File: src/rtl/sdpd_pkg.sv
// shared types and constants for the switch debounce press detector
// no dependencies
package sdpd_pkg;

  localparam int unsigned AddrW = 5;
  localparam int unsigned DataW = 32;

  localparam logic [15:0] FullScale         = 16'hFFFF;
  localparam logic [31:0] DefaultRepeatDly  = 32'd1000;

  // register index, taken from paddr[4:2]
  typedef enum logic [2:0] {
    REG_ACTIVE_LOW    = 3'd0,
    REG_HOLD_DELAY    = 3'd1,
    REG_REPEAT        = 3'd2,
    REG_FILTER_GAIN   = 3'd3,
    REG_ON_THRESHOLD  = 3'd4,
    REG_OFF_THRESHOLD = 3'd5
  } reg_idx_e;

  typedef enum logic [2:0] {
    EV_NONE         = 3'd0,
    EV_PRESS        = 3'd1,
    EV_RELEASE      = 3'd2,
    EV_LONG_RELEASE = 3'd3,
    EV_LONG_PRESS   = 3'd4
  } event_e;

  typedef struct packed {
    logic        active_low;
    logic [31:0] hold_delay_ms;
    logic [31:0] repeat_ms;
    logic [7:0]  filter_gain;
    logic [15:0] on_threshold;
    logic [15:0] off_threshold;
  } cfg_t;

  typedef struct packed {
    logic        raw_level;
    logic [31:0] time_ms;
  } item_t;

  typedef struct packed {
    event_e ev;
    logic   is_on;
    logic   long_held;
  } res_t;

endpackage

File: src/rtl/switch_debounce_press_detector.sv
// top level of the switch debounce press detector: sample and result registers
// depends on sdpd_pkg, sdpd_cfg_regs and sdpd_core
//
//  channel  | handshake             | payload
//  ---------+-----------------------+--------------------------------------
//  in       | in_valid_i/in_ready_o | raw_level_i, time_ms_i
//  out      | out_valid_o/out_ready_i | event_res_o, is_on_o, long_held_o
//  config   | apb psel/penable/pready | paddr, pwdata, prdata
//
// one sample per cycle unless the output stalls; results pass item_q then res_q
// the rate is set by the single multiply-add of the filter update in sdpd_core
// reset clears the debounce state and both pipeline valid flags at once
// a stalled output holds the result register and the sample register behind it,
// while an empty sample register still takes a new transfer
module switch_debounce_press_detector (
  input  logic                       clk_i,
  input  logic                       rst_ni,
  input  logic                       in_valid_i,
  output logic                       in_ready_o,
  input  logic                       raw_level_i,
  input  logic [31:0]                time_ms_i,
  output logic                       out_valid_o,
  input  logic                       out_ready_i,
  output logic [2:0]                 event_res_o,
  output logic                       is_on_o,
  output logic                       long_held_o,
  input  logic                       psel,
  input  logic                       penable,
  input  logic                       pwrite,
  input  logic [sdpd_pkg::AddrW-1:0] paddr,
  input  logic [sdpd_pkg::DataW-1:0] pwdata,
  output logic [sdpd_pkg::DataW-1:0] prdata,
  output logic                       pready
);

  sdpd_pkg::cfg_t  cfg;
  sdpd_pkg::item_t item_q;
  sdpd_pkg::res_t  res, res_q;
  logic            in_valid_q;
  logic            out_valid_q;
  logic            advance;
  logic            step;

  assign advance    = !out_valid_q || out_ready_i;
  assign in_ready_o = !in_valid_q || advance;
  assign step       = in_valid_q && advance;

  sdpd_cfg_regs u_cfg (
    .clk_i   (clk_i),
    .rst_ni  (rst_ni),
    .psel    (psel),
    .penable (penable),
    .pwrite  (pwrite),
    .paddr   (paddr),
    .pwdata  (pwdata),
    .prdata  (prdata),
    .pready  (pready),
    .cfg_o   (cfg)
  );

  sdpd_core u_core (
    .clk_i  (clk_i),
    .rst_ni (rst_ni),
    .cfg_i  (cfg),
    .step_i (step),
    .item_i (item_q),
    .res_o  (res)
  );

  always_ff @(posedge clk_i or negedge rst_ni) begin
    if (!rst_ni) begin
      in_valid_q  <= 1'b0;
      out_valid_q <= 1'b0;
    end else begin
      if (in_ready_o) begin
        in_valid_q <= in_valid_i;
      end
      if (advance) begin
        out_valid_q <= in_valid_q;
      end
    end
  end

  always_ff @(posedge clk_i) begin
    if (in_valid_i && in_ready_o) begin
      item_q.raw_level <= raw_level_i;
      item_q.time_ms   <= time_ms_i;
    end
    if (step) begin
      res_q <= res;
    end
  end

  assign out_valid_o = out_valid_q;
  assign event_res_o = res_q.ev;
  assign is_on_o     = res_q.is_on;
  assign long_held_o = res_q.long_held;

endmodule

File: src/rtl/sdpd_cfg_regs.sv
// apb configuration registers for the switch debounce press detector
// depends on sdpd_pkg
module sdpd_cfg_regs (
  input  logic                       clk_i,
  input  logic                       rst_ni,
  input  logic                       psel,
  input  logic                       penable,
  input  logic                       pwrite,
  input  logic [sdpd_pkg::AddrW-1:0] paddr,
  input  logic [sdpd_pkg::DataW-1:0] pwdata,
  output logic [sdpd_pkg::DataW-1:0] prdata,
  output logic                       pready,
  output sdpd_pkg::cfg_t             cfg_o
);

  sdpd_pkg::cfg_t     cfg_q;
  sdpd_pkg::reg_idx_e idx;
  logic               wr_en;

  assign pready = 1'b1;
  assign idx    = sdpd_pkg::reg_idx_e'(paddr[4:2]);
  assign wr_en  = psel && penable && pwrite && pready;
  assign cfg_o  = cfg_q;

  always_ff @(posedge clk_i or negedge rst_ni) begin
    if (!rst_ni) begin
      cfg_q.active_low    <= 1'b1;
      cfg_q.hold_delay_ms <= 32'd1000;
      cfg_q.repeat_ms     <= 32'd0;
      cfg_q.filter_gain   <= 8'd26;
      cfg_q.on_threshold  <= 16'd58982;
      cfg_q.off_threshold <= 16'd6554;
    end else if (wr_en) begin
      case (idx)
        sdpd_pkg::REG_ACTIVE_LOW:    cfg_q.active_low    <= pwdata[0];
        sdpd_pkg::REG_HOLD_DELAY:    cfg_q.hold_delay_ms <= pwdata;
        sdpd_pkg::REG_REPEAT:        cfg_q.repeat_ms     <= pwdata;
        sdpd_pkg::REG_FILTER_GAIN:   cfg_q.filter_gain   <= pwdata[7:0];
        sdpd_pkg::REG_ON_THRESHOLD:  cfg_q.on_threshold  <= pwdata[15:0];
        sdpd_pkg::REG_OFF_THRESHOLD: cfg_q.off_threshold <= pwdata[15:0];
        default: ;
      endcase
    end
  end

  always_comb begin
    case (idx)
      sdpd_pkg::REG_ACTIVE_LOW:    prdata = {31'd0, cfg_q.active_low};
      sdpd_pkg::REG_HOLD_DELAY:    prdata = cfg_q.hold_delay_ms;
      sdpd_pkg::REG_REPEAT:        prdata = cfg_q.repeat_ms;
      sdpd_pkg::REG_FILTER_GAIN:   prdata = {24'd0, cfg_q.filter_gain};
      sdpd_pkg::REG_ON_THRESHOLD:  prdata = {16'd0, cfg_q.on_threshold};
      sdpd_pkg::REG_OFF_THRESHOLD: prdata = {16'd0, cfg_q.off_threshold};
      default:                     prdata = '0;
    endcase
  end

endmodule

File: src/rtl/sdpd_core.sv
// filter, hysteresis and hold timing state for one sample per cycle while step_i is high
// depends on sdpd_pkg
module sdpd_core (
  input  logic           clk_i,
  input  logic           rst_ni,
  input  sdpd_pkg::cfg_t cfg_i,
  input  logic           step_i,
  input  sdpd_pkg::item_t item_i,
  output sdpd_pkg::res_t res_o
);

  logic [15:0] level_q, level_d;
  logic        on_q, on_d;
  logic        long_q, long_d;
  logic        rep_q, rep_d;
  logic [31:0] press_q, press_d;

  logic        sample;
  logic [8:0]  keep_w;
  logic [24:0] keep_prod;
  logic [23:0] drive_term;
  logic [24:0] acc;
  logic [15:0] lvl_new;
  logic [31:0] elapsed;
  logic [31:0] delay;
  sdpd_pkg::event_e ev;

  always_comb begin
    sample     = item_i.raw_level ^ cfg_i.active_low;
    keep_w     = 9'd256 - {1'b0, cfg_i.filter_gain};
    keep_prod  = keep_w * level_q;
    // gain * 65535 written as gain << 16 minus gain
    drive_term = sample ? ({cfg_i.filter_gain, 16'h0000} - {16'h0000, cfg_i.filter_gain})
                        : 24'd0;
    acc        = keep_prod + {1'b0, drive_term} + 25'd128;
    lvl_new    = acc[23:8];
    elapsed    = item_i.time_ms - press_q;
    delay      = (cfg_i.hold_delay_ms == 32'd0) ? sdpd_pkg::DefaultRepeatDly
                                                : cfg_i.hold_delay_ms;

    level_d = lvl_new;
    on_d    = on_q;
    long_d  = long_q;
    rep_d   = rep_q;
    press_d = press_q;
    ev      = sdpd_pkg::EV_NONE;

    if (!on_q && lvl_new >= cfg_i.on_threshold) begin
      ev      = sdpd_pkg::EV_PRESS;
      on_d    = 1'b1;
      level_d = sdpd_pkg::FullScale;
      long_d  = 1'b0;
      rep_d   = 1'b0;
      press_d = item_i.time_ms;
    end else if (on_q && lvl_new <= cfg_i.off_threshold) begin
      ev      = long_q ? sdpd_pkg::EV_LONG_RELEASE : sdpd_pkg::EV_RELEASE;
      on_d    = 1'b0;
      level_d = 16'd0;
      long_d  = 1'b0;
      rep_d   = 1'b0;
    end else if (on_q && cfg_i.repeat_ms != 32'd0) begin
      // first repeat after the hold delay (DefaultRepeatDly when it is zero), then every repeat interval
      if (!rep_q && elapsed >= delay) begin
        ev      = sdpd_pkg::EV_PRESS;
        rep_d   = 1'b1;
        press_d = item_i.time_ms;
      end else if (rep_q && elapsed >= cfg_i.repeat_ms) begin
        ev      = sdpd_pkg::EV_PRESS;
        press_d = item_i.time_ms;
      end
    end else if (on_q && cfg_i.hold_delay_ms != 32'd0 && !long_q) begin
      if (elapsed >= cfg_i.hold_delay_ms) begin
        ev     = sdpd_pkg::EV_LONG_PRESS;
        long_d = 1'b1;
      end
    end

    res_o.ev        = ev;
    res_o.is_on     = on_d;
    res_o.long_held = long_d;
  end

  always_ff @(posedge clk_i or negedge rst_ni) begin
    if (!rst_ni) begin
      level_q <= '0;
      on_q    <= 1'b0;
      long_q  <= 1'b0;
      rep_q   <= 1'b0;
      press_q <= '0;
    end else if (step_i) begin
      level_q <= level_d;
      on_q    <= on_d;
      long_q  <= long_d;
      rep_q   <= rep_d;
      press_q <= press_d;
    end
  end

endmodule

File: config.mk
export PLATFORM = sky130hd
export DESIGN_NAME = switch_debounce_press_detector
export DESIGN_NICKNAME = d
export VERILOG_FILES = /design/src/rtl/sdpd_pkg.sv /design/src/rtl/switch_debounce_press_detector.sv /design/src/rtl/sdpd_cfg_regs.sv /design/src/rtl/sdpd_core.sv
export SDC_FILE = /design/constraint.sdc
export NUM_CORES = 1
export LEC_CHECK = 0
export ABC_AREA = 1
export ABC_CLOCK_PERIOD_IN_PS = 10900
export BUFFER_PORTS_ARGS = -buffer_cell sky130_fd_sc_hd__buf_4
export CAP_MARGIN = 20
export CORE_AREA = 8 8 215 217
export CTS_CLUSTER_SIZE = 40
export DETAILED_ROUTE_END_ITERATION = 6
export DIE_AREA = 0 0 223 225
export GPL_TIMING_DRIVEN = 0
export HOLD_SLACK_MARGIN = 0.1
export SLEW_MARGIN = 20
export SYNTH_ARGS = -nofsm -noshare
export SYNTH_HDL_FRONTEND = slang
export SYNTH_SLANG_ARGS = --single-unit
File: constraint.sdc
create_clock -name clk_i -period 10.9 [get_ports clk_i]
set_input_delay 0.545 -clock clk_i [delete_from_list [all_inputs] [get_ports clk_i]]
set_output_delay 0.545 -clock clk_i [all_outputs]
set_load 0.01 [all_outputs]
==> results of run 1 <==
routing by layer:
| metal | part of all wire [%] | GRT usage, % | up-vias |
|---|---|---|---|
| met4 | 3.0 | 8.45 | 0 |
| met5 | 0 | 0 | - |
| li1 | - | - | 8261 |
| met2 | 48 | 40.3 | 452 |
| met1 | 44 | 30.0 | 8180 |
| met3 | 5.6 | 3.89 | 77 |
cell usage in the layout (no fill, tap or decap), types with 6 or more instances in the layout:
| master | n |
|---|---|
| nand3b_1 | 6 |
| a31oi_1 | 11 |
| nand2_2 | 11 |
| buf_2 | 12 |
| nor3_1 | 24 |
| nor2_1 | 175 |
| o22ai_1 | 31 |
| nor4_1 | 7 |
| nand3_1 | 96 |
| edfxtp_1 | 38 |
| nand2_1 | 597 |
| buf_4 | 113 |
| fa_1 | 119 |
| xor2_1 | 27 |
| buf_1 | 6 |
| ha_1 | 223 |
| clkbuf_1 | 47 |
| dfrtp_1 | 132 |
| inv_1 | 494 |
| nand4_1 | 34 |
| o21a_1 | 11 |
| a21o_1 | 10 |
| a21oi_1 | 132 |
| dfstp_2 | 26 |
| clkbuf_16 | 17 |
| o21ai_0 | 176 |
| a221oi_1 | 8 |
state kept, by name, indices dropped and copies added (netlist names), 3 cells and up:
register / cells
u_cfg.cfg_o: 105
item_q: 33
u_core.press_q: 32
u_core.level_q: 16
event_res_o: 3
timing repair:
action | CTS | global route
buffers inserted | 0 | 0
hold buffers | 1 | 0
endpoints found under the hold margin | 74 | 0
layout make-up:
| type | instances | area (um^2) | area share (%) |
|---|---|---|---|
| clock inverters | 14 | 145 | 0.684 |
| plain buffers | 68 | 293 | 1.38 |
| multi-input cells | 1750 | 11800 | 55.4 |
| well taps | 546 | 683 | 3.22 |
| repair buffers | 115 | 906 | 4.27 |
| clock buffers | 18 | 429 | 2.02 |
| flip-flops and latches | 196 | 5130 | 24.2 |
| inverters | 500 | 1880 | 8.84 |
cell families after synthesis:
group | count (synthesis)
XOR/XNOR | 37
buffers and inverters | 568
AND/OR/NAND/NOR | 966
flip-flops | 196
AO/OA/AOI/OAI | 404
adder cells (fa/ha/maj) | 342
other | 1
synth_stat cells (5+ instances only):
master / number
dfstp_2: 26
nand2_2: 11
nor4_1: 7
ha_1: 223
a21oi_1: 132
buf_2: 12
xor2_1: 27
edfxtp_1: 38
a221oi_1: 8
nand4_1: 34
a21o_1: 10
a31oi_1: 11
nand3_1: 96
nor3_1: 24
fa_1: 119
o22ai_1: 31
nor2_1: 175
xnor2_1: 5
o21a_1: 11
clkbuf_1: 46
inv_1: 495
nand3b_1: 6
o21bai_1: 5
and2_1: 5
dfrtp_1: 132
o21ai_0: 176
nand2_1: 597
buf_1: 6
worst max path at each step:
stage               slack, ns            endpoint            start
floorplan                3.42  u_core.press_q[21]  u_cfg.cfg_o[34]
global placement         1.67  u_core.level_q[10]  u_cfg.cfg_o[34]
detailed placement       1.58  u_core.level_q[13]  u_cfg.cfg_o[34]
CTS                      1.55  u_core.level_q[10]  u_cfg.cfg_o[34]
global route             0.85  u_core.press_q[30]  u_cfg.cfg_o[32]
finish                   1.47  u_core.level_q[13]  u_cfg.cfg_o[34]
metrics by stage:
step / hold WS [ns] / area [um^2] / util [%] / setup slack [ns]
3_5_place_dp: 0.458 / 20600 / 48.3 / 1.58
2_1_floorplan: 0.249 / 19100 / - / 3.42
4_1_cts: 0.179 / 21200 / 49.7 / 1.55
3_3_place_gp: 0.454 / 20600 / 48.2 / 1.67
5_1_grt: 0.198 / 21200 / 49.7 / 0.850
6_report: 0.225 / 21200 / 49.7 / 1.47
critical path: cells and delay by family (launching register included):
kind                     cells  cell delay [ns]
AO/OA/AOI/OAI                7             1.30
adder cells (fa/ha/maj)      8             3.52
buffers and inverters       11             1.93
flip-flops                   1             0.36
AND/OR/NAND/NOR             13             2.17
==> metrics.cfg, run 1 <==
[finish]
diodes = 0
fillers = 4258
drive_above_1_share_pct = 8.23
area_growth_pct = 11.3
stdcell_count = 3207
final_nets = 3067

[hold_path]
hold_path_depth = 1
min_from = time_ms_i[24]
holdCritPathClass = input pin to flop
hold_end = item_q[24]

[worst_setup_path]
ff2ff_path_depth = 39
end_kind = flop
path_max_fanout = 10
r2r-end = u_core.level_q[13]
slowest_stage = fa_1
critical_path_class = flop to flop
regToRegSetupSlack_ns = 1.47
critPathMaxStageDelay_ns = 0.55
critPathRequiredTime_ns = 11.27
start_kind = flop
crit_path_frequent_cell = inv_1
crit_arrival_ns = 9.80
r2r_start = u_cfg.cfg_o[34]

[timing]
slew_violations = 0
rsz0062_at_grt = false
finalCritPeriodShare_pct = 86.5
fmax_mhz = 106
hold_violations = 0
skew_ns = 0.0129
min_period_ns = 9.43
setup_tns_ns = 0
worst_slew_pin_slew_ns = 0.878
setup_violations = 0
slew_headroom_pct = 41.5

[clock_tree]
root_buffer = clkbuf_16
cts_tree = built
clock_path_buffers = 2
cts.sinks = 196
h-tree-depth = 4
clkSlewWorstSetupHoldPaths_ns = 0.07
clk_latency_ns = 0.50
ctsResizeCount = 0
cts_made_buffers = 17

[floorplanning]
start_util_pct = 44.6
std_cell_rows = 76
die_x_um = 223
ios = 117
die_h_um = 225
die_area_um2 = 50200
fp.coreArea_um2 = 42700

[synth]
synthSimpleGateAreaFrac_pct = 21.0
synth_fa_ha_area_share_pct = 27.1
synth_top_family_by_area = adder cells
synth_top_area_share_pct = 17.3
syn_avg_cell_area_um2 = 7.58
synth_xor_area_share_pct = 1.90
synth-compound-area-share_pct = 11.7
muxShareOfSynthArea_pct = 0
yosysUniqueCellTypes = 51
async_flop_share_pct = 80.6
syn_area_um2 = 19100
ys.flop_type = dfrtp_1
synth_edf_count = 38
yosysTopAreaCell = dfrtp_1
netlist_instances = 2514
ys_seq_area_share_pct = 26.9
syn_nets = 2933
synth_area_leaders = dfrtp_1 (17%), ha_1 (15%), fa_1 (12%)
ys_seq_elements = 196
yosys_warnings = 0

[route]
drc = 0
vias = 16970
postRouteAntennaNets = 0
vias_per_cell = 5.29
dr.pass1.iters = 5
drt_wl_total_mm = 59.0
wl_per_cell_um = 18.4
initialDrtViolationCount = 1275

[placed_design]
dp.cells = 3174
dp_hpwl_mm = 49.8
routabilityCongestion = 0.952
io_buffer_count = 112

[run_status]
outcome = completed

[run]
drv_cap = 0

[global_route]
grt_pass1_wl_mm = 92.1
grt_max_degree = 82
grtUsageTotal_pct = 23.6
grt_pass1_vias = 17052
antenna_found_initial = 0
grt_overflow = 0

Power of run 1 is left out: the tool's default activity adds up to more than one toggle a clock period on the data nets, which glitch-free logic cannot reach.
==> run 2: changes to the inputs <==
--- a/config.mk
+++ b/config.mk
@@ -7,13 +7,13 @@
 export LEC_CHECK = 0
 export ABC_AREA = 1
 export ABC_CLOCK_PERIOD_IN_PS = 10900
-export BUFFER_PORTS_ARGS = -buffer_cell sky130_fd_sc_hd__buf_4
 export CAP_MARGIN = 20
 export CORE_AREA = 8 8 215 217
 export CTS_CLUSTER_SIZE = 40
 export DETAILED_ROUTE_END_ITERATION = 6
 export DIE_AREA = 0 0 223 225
-export GPL_TIMING_DRIVEN = 0
+export DONT_BUFFER_PORTS = 1
+export GPL_TIMING_DRIVEN = 1
 export HOLD_SLACK_MARGIN = 0.1
 export SLEW_MARGIN = 20
 export SYNTH_ARGS = -nofsm -noshare
==> run 2 against run 1 <==
Critical endpoint is now u_core.press_q[20]. Final cell count shrank 5.3%. Critical path depth grew 1. Register-to-register slack gained 0.40 ns. Sequential share of layout area grew 1.3 points. First-iteration DRC count grew 8.1%. The flow now finishes with violations (design-rule violations). Clock skew grew 0.0031 ns. Maximum frequency grew 4.4%. Clock-buffer cell count grew 1. Critical path type unchanged.
==> metrics.cfg, run 2 (same netlist as run 1, synthesis figures left out) <==
[route]
dr.pass1.iters = 7  ; was 5
vias_per_cell = 5.39  ; was 5.29
vias = 16350  ; was 16970
drt_wl_total_mm = 56.3  ; was 59.0 mm
drc = 2  ; was 0
wl_per_cell_um = 18.5  ; was 18.4 um
postRouteAntennaNets = 0  ; unchanged
initialDrtViolationCount = 1378  ; was 1275

[timing]
fmax_mhz = 111  ; was 106 MHz
setup_tns_ns = 0  ; unchanged
skew_ns = 0.0161  ; was 0.0129 ns
slew_violations = 0  ; unchanged
worst_slew_pin_slew_ns = 1.03  ; was 0.878 ns
finalCritPeriodShare_pct = 82.9  ; was 86.5%
min_period_ns = 9.03  ; was 9.43 ns
rsz0062_at_grt = false  ; unchanged
setup_violations = 0  ; unchanged
hold_violations = 0  ; unchanged
slew_headroom_pct = 31.5  ; was 41.5%

[hold_path]
holdCritPathClass = input pin to asynchronous set/reset pin  ; was input pin to flop

[finish]
fillers = 4264  ; was 4258
final_cell_mix = nand2_1 (595), inv_1 (494), ha_1 (223), o21ai_0 (176), nor2_1 (174)  ; was nand2_1 (597), inv_1 (494), ha_1 (223), o21ai_0 (176), nor2_1 (175)
final_nets = 2895  ; was 3067
area_growth_pct = 5.71  ; was 11.3%
drive_above_1_share_pct = 4.14  ; was 8.23%
layout_commonest_cell = nand2_1  ; unchanged
largest_register_ffs = 105  ; unchanged

[global_route]
grt_pass1_wl_mm = 88.2  ; was 92.1 mm
grtUsageTotal_pct = 22.5  ; was 23.6%
grt_overflow = 0  ; unchanged
grt_max_degree = 159  ; was 82
grt_pass1_vias = 16288  ; was 17052
antenna_found_initial = 2  ; was 0

[clock_tree]
clock_path_buffers = 2  ; unchanged
clk_latency_ns = 0.48  ; was 0.50 ns
cts_setup_buffers = 0  ; unchanged
clkSlewWorstSetupHoldPaths_ns = 0.07  ; about the same
cts_tree = built  ; unchanged
ctsHoldBuffers = 1  ; unchanged
cts.sinks = 196  ; unchanged
h-tree-depth = 4  ; unchanged
root_buffer = clkbuf_16  ; unchanged
ctsResizeCount = 0  ; unchanged
cts_made_buffers = 17  ; unchanged

[worst_setup_path]
crit_path_frequent_cell = nand2_1  ; was inv_1
critPathMaxStageDelay_ns = 0.64  ; was 0.55 ns
cpLargestDelayFamily = adder cells  ; unchanged
critical_path_class = flop to flop  ; unchanged
slowest_stage = ha_1  ; was fa_1
path_max_fanout = 32  ; was 10
start_kind = flop  ; unchanged
critPathRequiredTime_ns = 11.31  ; was 11.27 ns
worst-path-stages = 40  ; was 39
ff2ff_path_depth = 40  ; was 39
crit_arrival_ns = 9.44  ; was 9.80 ns
end_kind = flop  ; unchanged
critPathBufInv = 8  ; was 11

[floorplanning]
ios = 117  ; unchanged
fp.coreArea_um2 = 42700  ; unchanged
die_h_um = 225  ; unchanged
std_cell_rows = 76  ; unchanged
die_x_um = 223  ; unchanged
start_util_pct = 44.6  ; unchanged
die_area_um2 = 50200  ; unchanged

[placed_design]
routabilityCongestion = 0.962  ; was 0.952
dp_hpwl_mm = 45.3  ; was 49.8 mm
io_buffer_count = 0  ; was 112

[run_status]
outcome = finished with violations  ; was completed
violations = design-rule violations

[run]
drv_cap = 0  ; unchanged

==> run 2: final cells by class <==
| type | instances | area, um^2 | area share [%] |
|---|---|---|---|
| Clock inverter | 13 | 123 | 0.608 |
| Multi-Input combinational cell | 1750 | 11800 | 58.5 |
| Sequential cell | 196 | 5130 | 25.4 |
| Tap cell | 546 | 683 | 3.39 |
| Timing Repair Buffer | 11 | 103 | 0.509 |
| Antenna cell | 1 | 2.50 | 0.0124 |
| Clock buffer | 19 | 453 | 2.25 |
| Inverter | 500 | 1880 | 9.31 |
==> run 2: final timing paths <==
kind / endpoint / startpoint / slack (ns)
hold reg to reg: u_core.press_q[21] / u_core.press_q[21] / 0.47
setup / recovery: u_core.press_q[20] / u_cfg.cfg_o[34] / 1.87
hold / removal: u_core.press_q[4] / rst_ni / 0.08
setup reg to reg: u_core.press_q[20] / u_cfg.cfg_o[34] / 1.87
min in group clk_i: item_q[3] / time_ms_i[3] / 0.16
max in group asynchronous: u_cfg.cfg_o[6] / rst_ni / 10.12
==> run 2: through the flow <==
stage	area, um^2	instances	util, %	setup slack [ns]	hold WS, ns
finish	20200	3036	47.2	1.87	0.0799
global route	20100	3035	47.2	1.16	0.140
CTS	20100	3035	47.2	1.97	0.125
detailed placement	19500	3002	45.8	1.94	0.259
global placement	19500	3002	45.8	2.17	0.260
floorplan	19100	2514	-	3.42	0.249
==> run 2: layer usage <==
metal	global-route usage, %	wire (um)	up-vias
met5	0	13	-
met4	8.52	2020	2
met3	5.27	3890	95
met2	37.4	26300	498
met1	28.2	24000	7840
li1	-	-	7915
Power of run 2 is left out for the same reason.
==> run 3: changes to the inputs <==
--- a/config.mk
+++ b/config.mk
@@ -6,7 +6,7 @@
 export NUM_CORES = 1
 export LEC_CHECK = 0
 export ABC_AREA = 1
-export ABC_CLOCK_PERIOD_IN_PS = 10900
+export ABC_CLOCK_PERIOD_IN_PS = 7500
 export CAP_MARGIN = 20
 export CORE_AREA = 8 8 215 217
 export CTS_CLUSTER_SIZE = 40
==> constraint.sdc (replaced) <==
create_clock -name clk_i -period 7.5 [get_ports clk_i]
set_input_delay 0.375 -clock clk_i [delete_from_list [all_inputs] [get_ports clk_i]]
set_output_delay 0.375 -clock clk_i [all_outputs]
set_load 0.01 [all_outputs]
==> run 3 against run 2 <==
The run now ends clean. Register-to-register slack worse by 1.7 ns. Flip-flop and latch count stayed put. Highest routed layer is now met4. Design area is 14% higher.
==> metrics.cfg, run 3 (same netlist as run 1, synthesis figures left out) <==
[worst_setup_path]
critPathMaxStageDelay_ns = 0.54  ; was 0.64 ns
crit_arrival_ns = 7.69  ; was 9.44 ns
crit_path_frequent_cell = nand2_1  ; unchanged
slowest_stage = fa_1  ; was ha_1
end_kind = flop  ; unchanged
critical_path_class = flop to flop  ; unchanged
r2r-end = u_core.press_q[26]  ; was u_core.press_q[20]
cp-startpoint = u_cfg.cfg_o[34]  ; unchanged
r2r_start = u_cfg.cfg_o[34]  ; unchanged
start_kind = flop  ; unchanged
path_max_fanout = 8  ; was 32
ff2ff_path_depth = 41  ; was 40
critPathRequiredTime_ns = 7.85  ; was 11.31 ns
regToRegSetupSlack_ns = 0.16  ; was 1.87 ns

[clock_tree]
cts_tree = built  ; unchanged
clkSlewWorstSetupHoldPaths_ns = 0.08  ; was 0.07 ns
root_buffer = clkbuf_16  ; unchanged
cts.sinks = 196  ; unchanged
clock_path_buffers = 2  ; unchanged
h-tree-depth = 4  ; unchanged
cts_made_buffers = 17  ; unchanged
clk_latency_ns = 0.47  ; was 0.48 ns

[floorplanning]
fp.coreArea_um2 = 42700  ; unchanged
die_area_um2 = 50200  ; unchanged
die_x_um = 223  ; unchanged
ios = 117  ; unchanged
std_cell_rows = 76  ; unchanged
start_util_pct = 44.6  ; unchanged
die_h_um = 225  ; unchanged

[global_route]
antenna_found_initial = 2  ; unchanged
grt_pass1_wl_mm = 92.1  ; was 88.2 mm
grt_max_degree = 159  ; unchanged
grt_overflow = 0  ; unchanged
grt_pass1_vias = 16981  ; was 16288
grtUsageTotal_pct = 23.3  ; was 22.5%

[timing]
fmax_mhz = 136  ; was 111 MHz
slew_violations = 0  ; unchanged
setup_violations = 0  ; unchanged
min_period_ns = 7.34  ; was 9.03 ns
fin_ws_ns = 0.162  ; was 1.87 ns
slew_headroom_pct = 36.8  ; was 31.5%
worst_slew_pin_slew_ns = 0.946  ; was 1.03 ns
rsz0062_at_grt = true  ; was false
finalCritPeriodShare_pct = 97.8  ; was 82.9%
skew_ns = 0.0109  ; was 0.0161 ns
hold_violations = 0  ; unchanged
hold_ws_ns = 0.103  ; was 0.0799 ns

[route]
drc = 0  ; was 2
vias_per_cell = 5.34  ; was 5.39
wl_per_cell_um = 18.7  ; was 18.5 um
dr.pass1.iters = 6  ; was 7
postRouteAntennaNets = 0  ; unchanged
drt_wl_total_mm = 60.6  ; was 56.3 mm
initialDrtViolationCount = 1213  ; was 1378
vias = 17273  ; was 16350

[finish]
area_growth_pct = 20.8  ; was 5.71%
fillers = 3961  ; was 4264
final_nets = 3095  ; was 2895
drive_above_1_share_pct = 15.8  ; was 4.14%
layout_commonest_cell = nand2_1  ; unchanged
final_area_um2 = 23000  ; was 20200 um^2
largest_register_ffs = 105  ; unchanged
final_cell_mix = nand2_1 (539), inv_1 (463), ha_1 (199), o21ai_0 (166), nor2_1 (157)  ; was nand2_1 (595), inv_1 (494), ha_1 (223), o21ai_0 (176), nor2_1 (174)
stdcell_count = 3237  ; was 3036

[placed_design]
routabilityCongestion = 0.972  ; was 0.962
pre_cts_slack_ns = -0.422  ; was 1.94 ns
placed_cell_area_um2 = 20500  ; was 19500 um^2
dp.cells = 3108  ; was 3002
io_buffer_count = 0  ; unchanged
dp_hpwl_mm = 47.2  ; was 45.3 mm

[hold_path]
min_from = pwdata[20]
hold_end = u_cfg.cfg_o[92]
holdCritPathClass = input pin to flop  ; was input pin to asynchronous set/reset pin
hold_path_depth = 2

[run_status]
outcome = completed  ; was finished with violations

[run]
drv_cap = 0  ; unchanged

==> run 3: changes by cell type in the layout (fill, tap and decap cells not counted), sizes merged, moves of 2 or more <==
cell,before,now
buf,11,143
clkbuf,19,27
clkinv,11,7
clkinvlp,1,3
dlygate4sd3,0,64
inv,500,498
==> run 3: per-stage QoR <==
stage / utilization [%] / setup TNS (ns)
5_1_grt: 53.9 / -3.10
3_3_place_gp: 47.9 / -12.51
6_report: 53.9 / 0
2_1_floorplan: - / 0
3_5_place_dp: 47.9 / -18.74
4_1_cts: 51.5 / 0
==> run 3: per-layer routing <==
metal	track usage (%)	wire length, um
met1	29.8	26200
met2	39.2	29000
met3	4.66	3680
met4	7.69	1830
met5	0	0
==> run 3: how the worst max path moves through the flow <==
stage / to / slack (ns) / depth (start not counted)
after global placement: u_core.press_q[26] / -0.28 / 43
final: u_core.press_q[26] / 0.16 / 41
after floorplan: u_core.press_q[21] / 0.02 / 44
after CTS: u_core.press_q[8] / 0.002 / 41
after global routing: u_core.press_q[27] / -0.11 / 42
after detailed placement: u_core.press_q[21] / -0.42 / 40
==> run 3: critical path: cells and delay by family, from the launching register on <==
family | cells | cell delay (ns)
flip-flops | 1 | 0.41
adder cells (fa/ha/maj) | 8 | 3.29
AND/OR/NAND/NOR | 25 | 2.73
buffers and inverters | 8 | 0.74
==> run 3: cell type report <==
class	count	area, um^2	share of cell area (%)
Tap cell	546	683	2.97
Timing Repair Buffer	210	1990	8.66
Clock buffer	24	503	2.18
Antenna cell	2	5.00	0.0217
Multi-Input combinational cell	1750	12700	55.3
Sequential cell	196	5130	22.3
Clock inverter	8	85.1	0.370
Timing Repair inverter	1	7.51	0.0326
Inverter	500	1890	8.19
==> run 3: repair_timing <==
| action | CTS | global route |
|---|---|---|
| pin swaps | 19 | 116 |
| resized for setup | 51 | 203 |
| hold buffers | 65 | 0 |
| hold endpoints to repair | 236 | 0 |
| cloned | 0 | 5 |
| buffers inserted | 5 | 22 |
| setup endpoints to repair | 56 | 56 |
Power of run 3 is left out for the same reason.
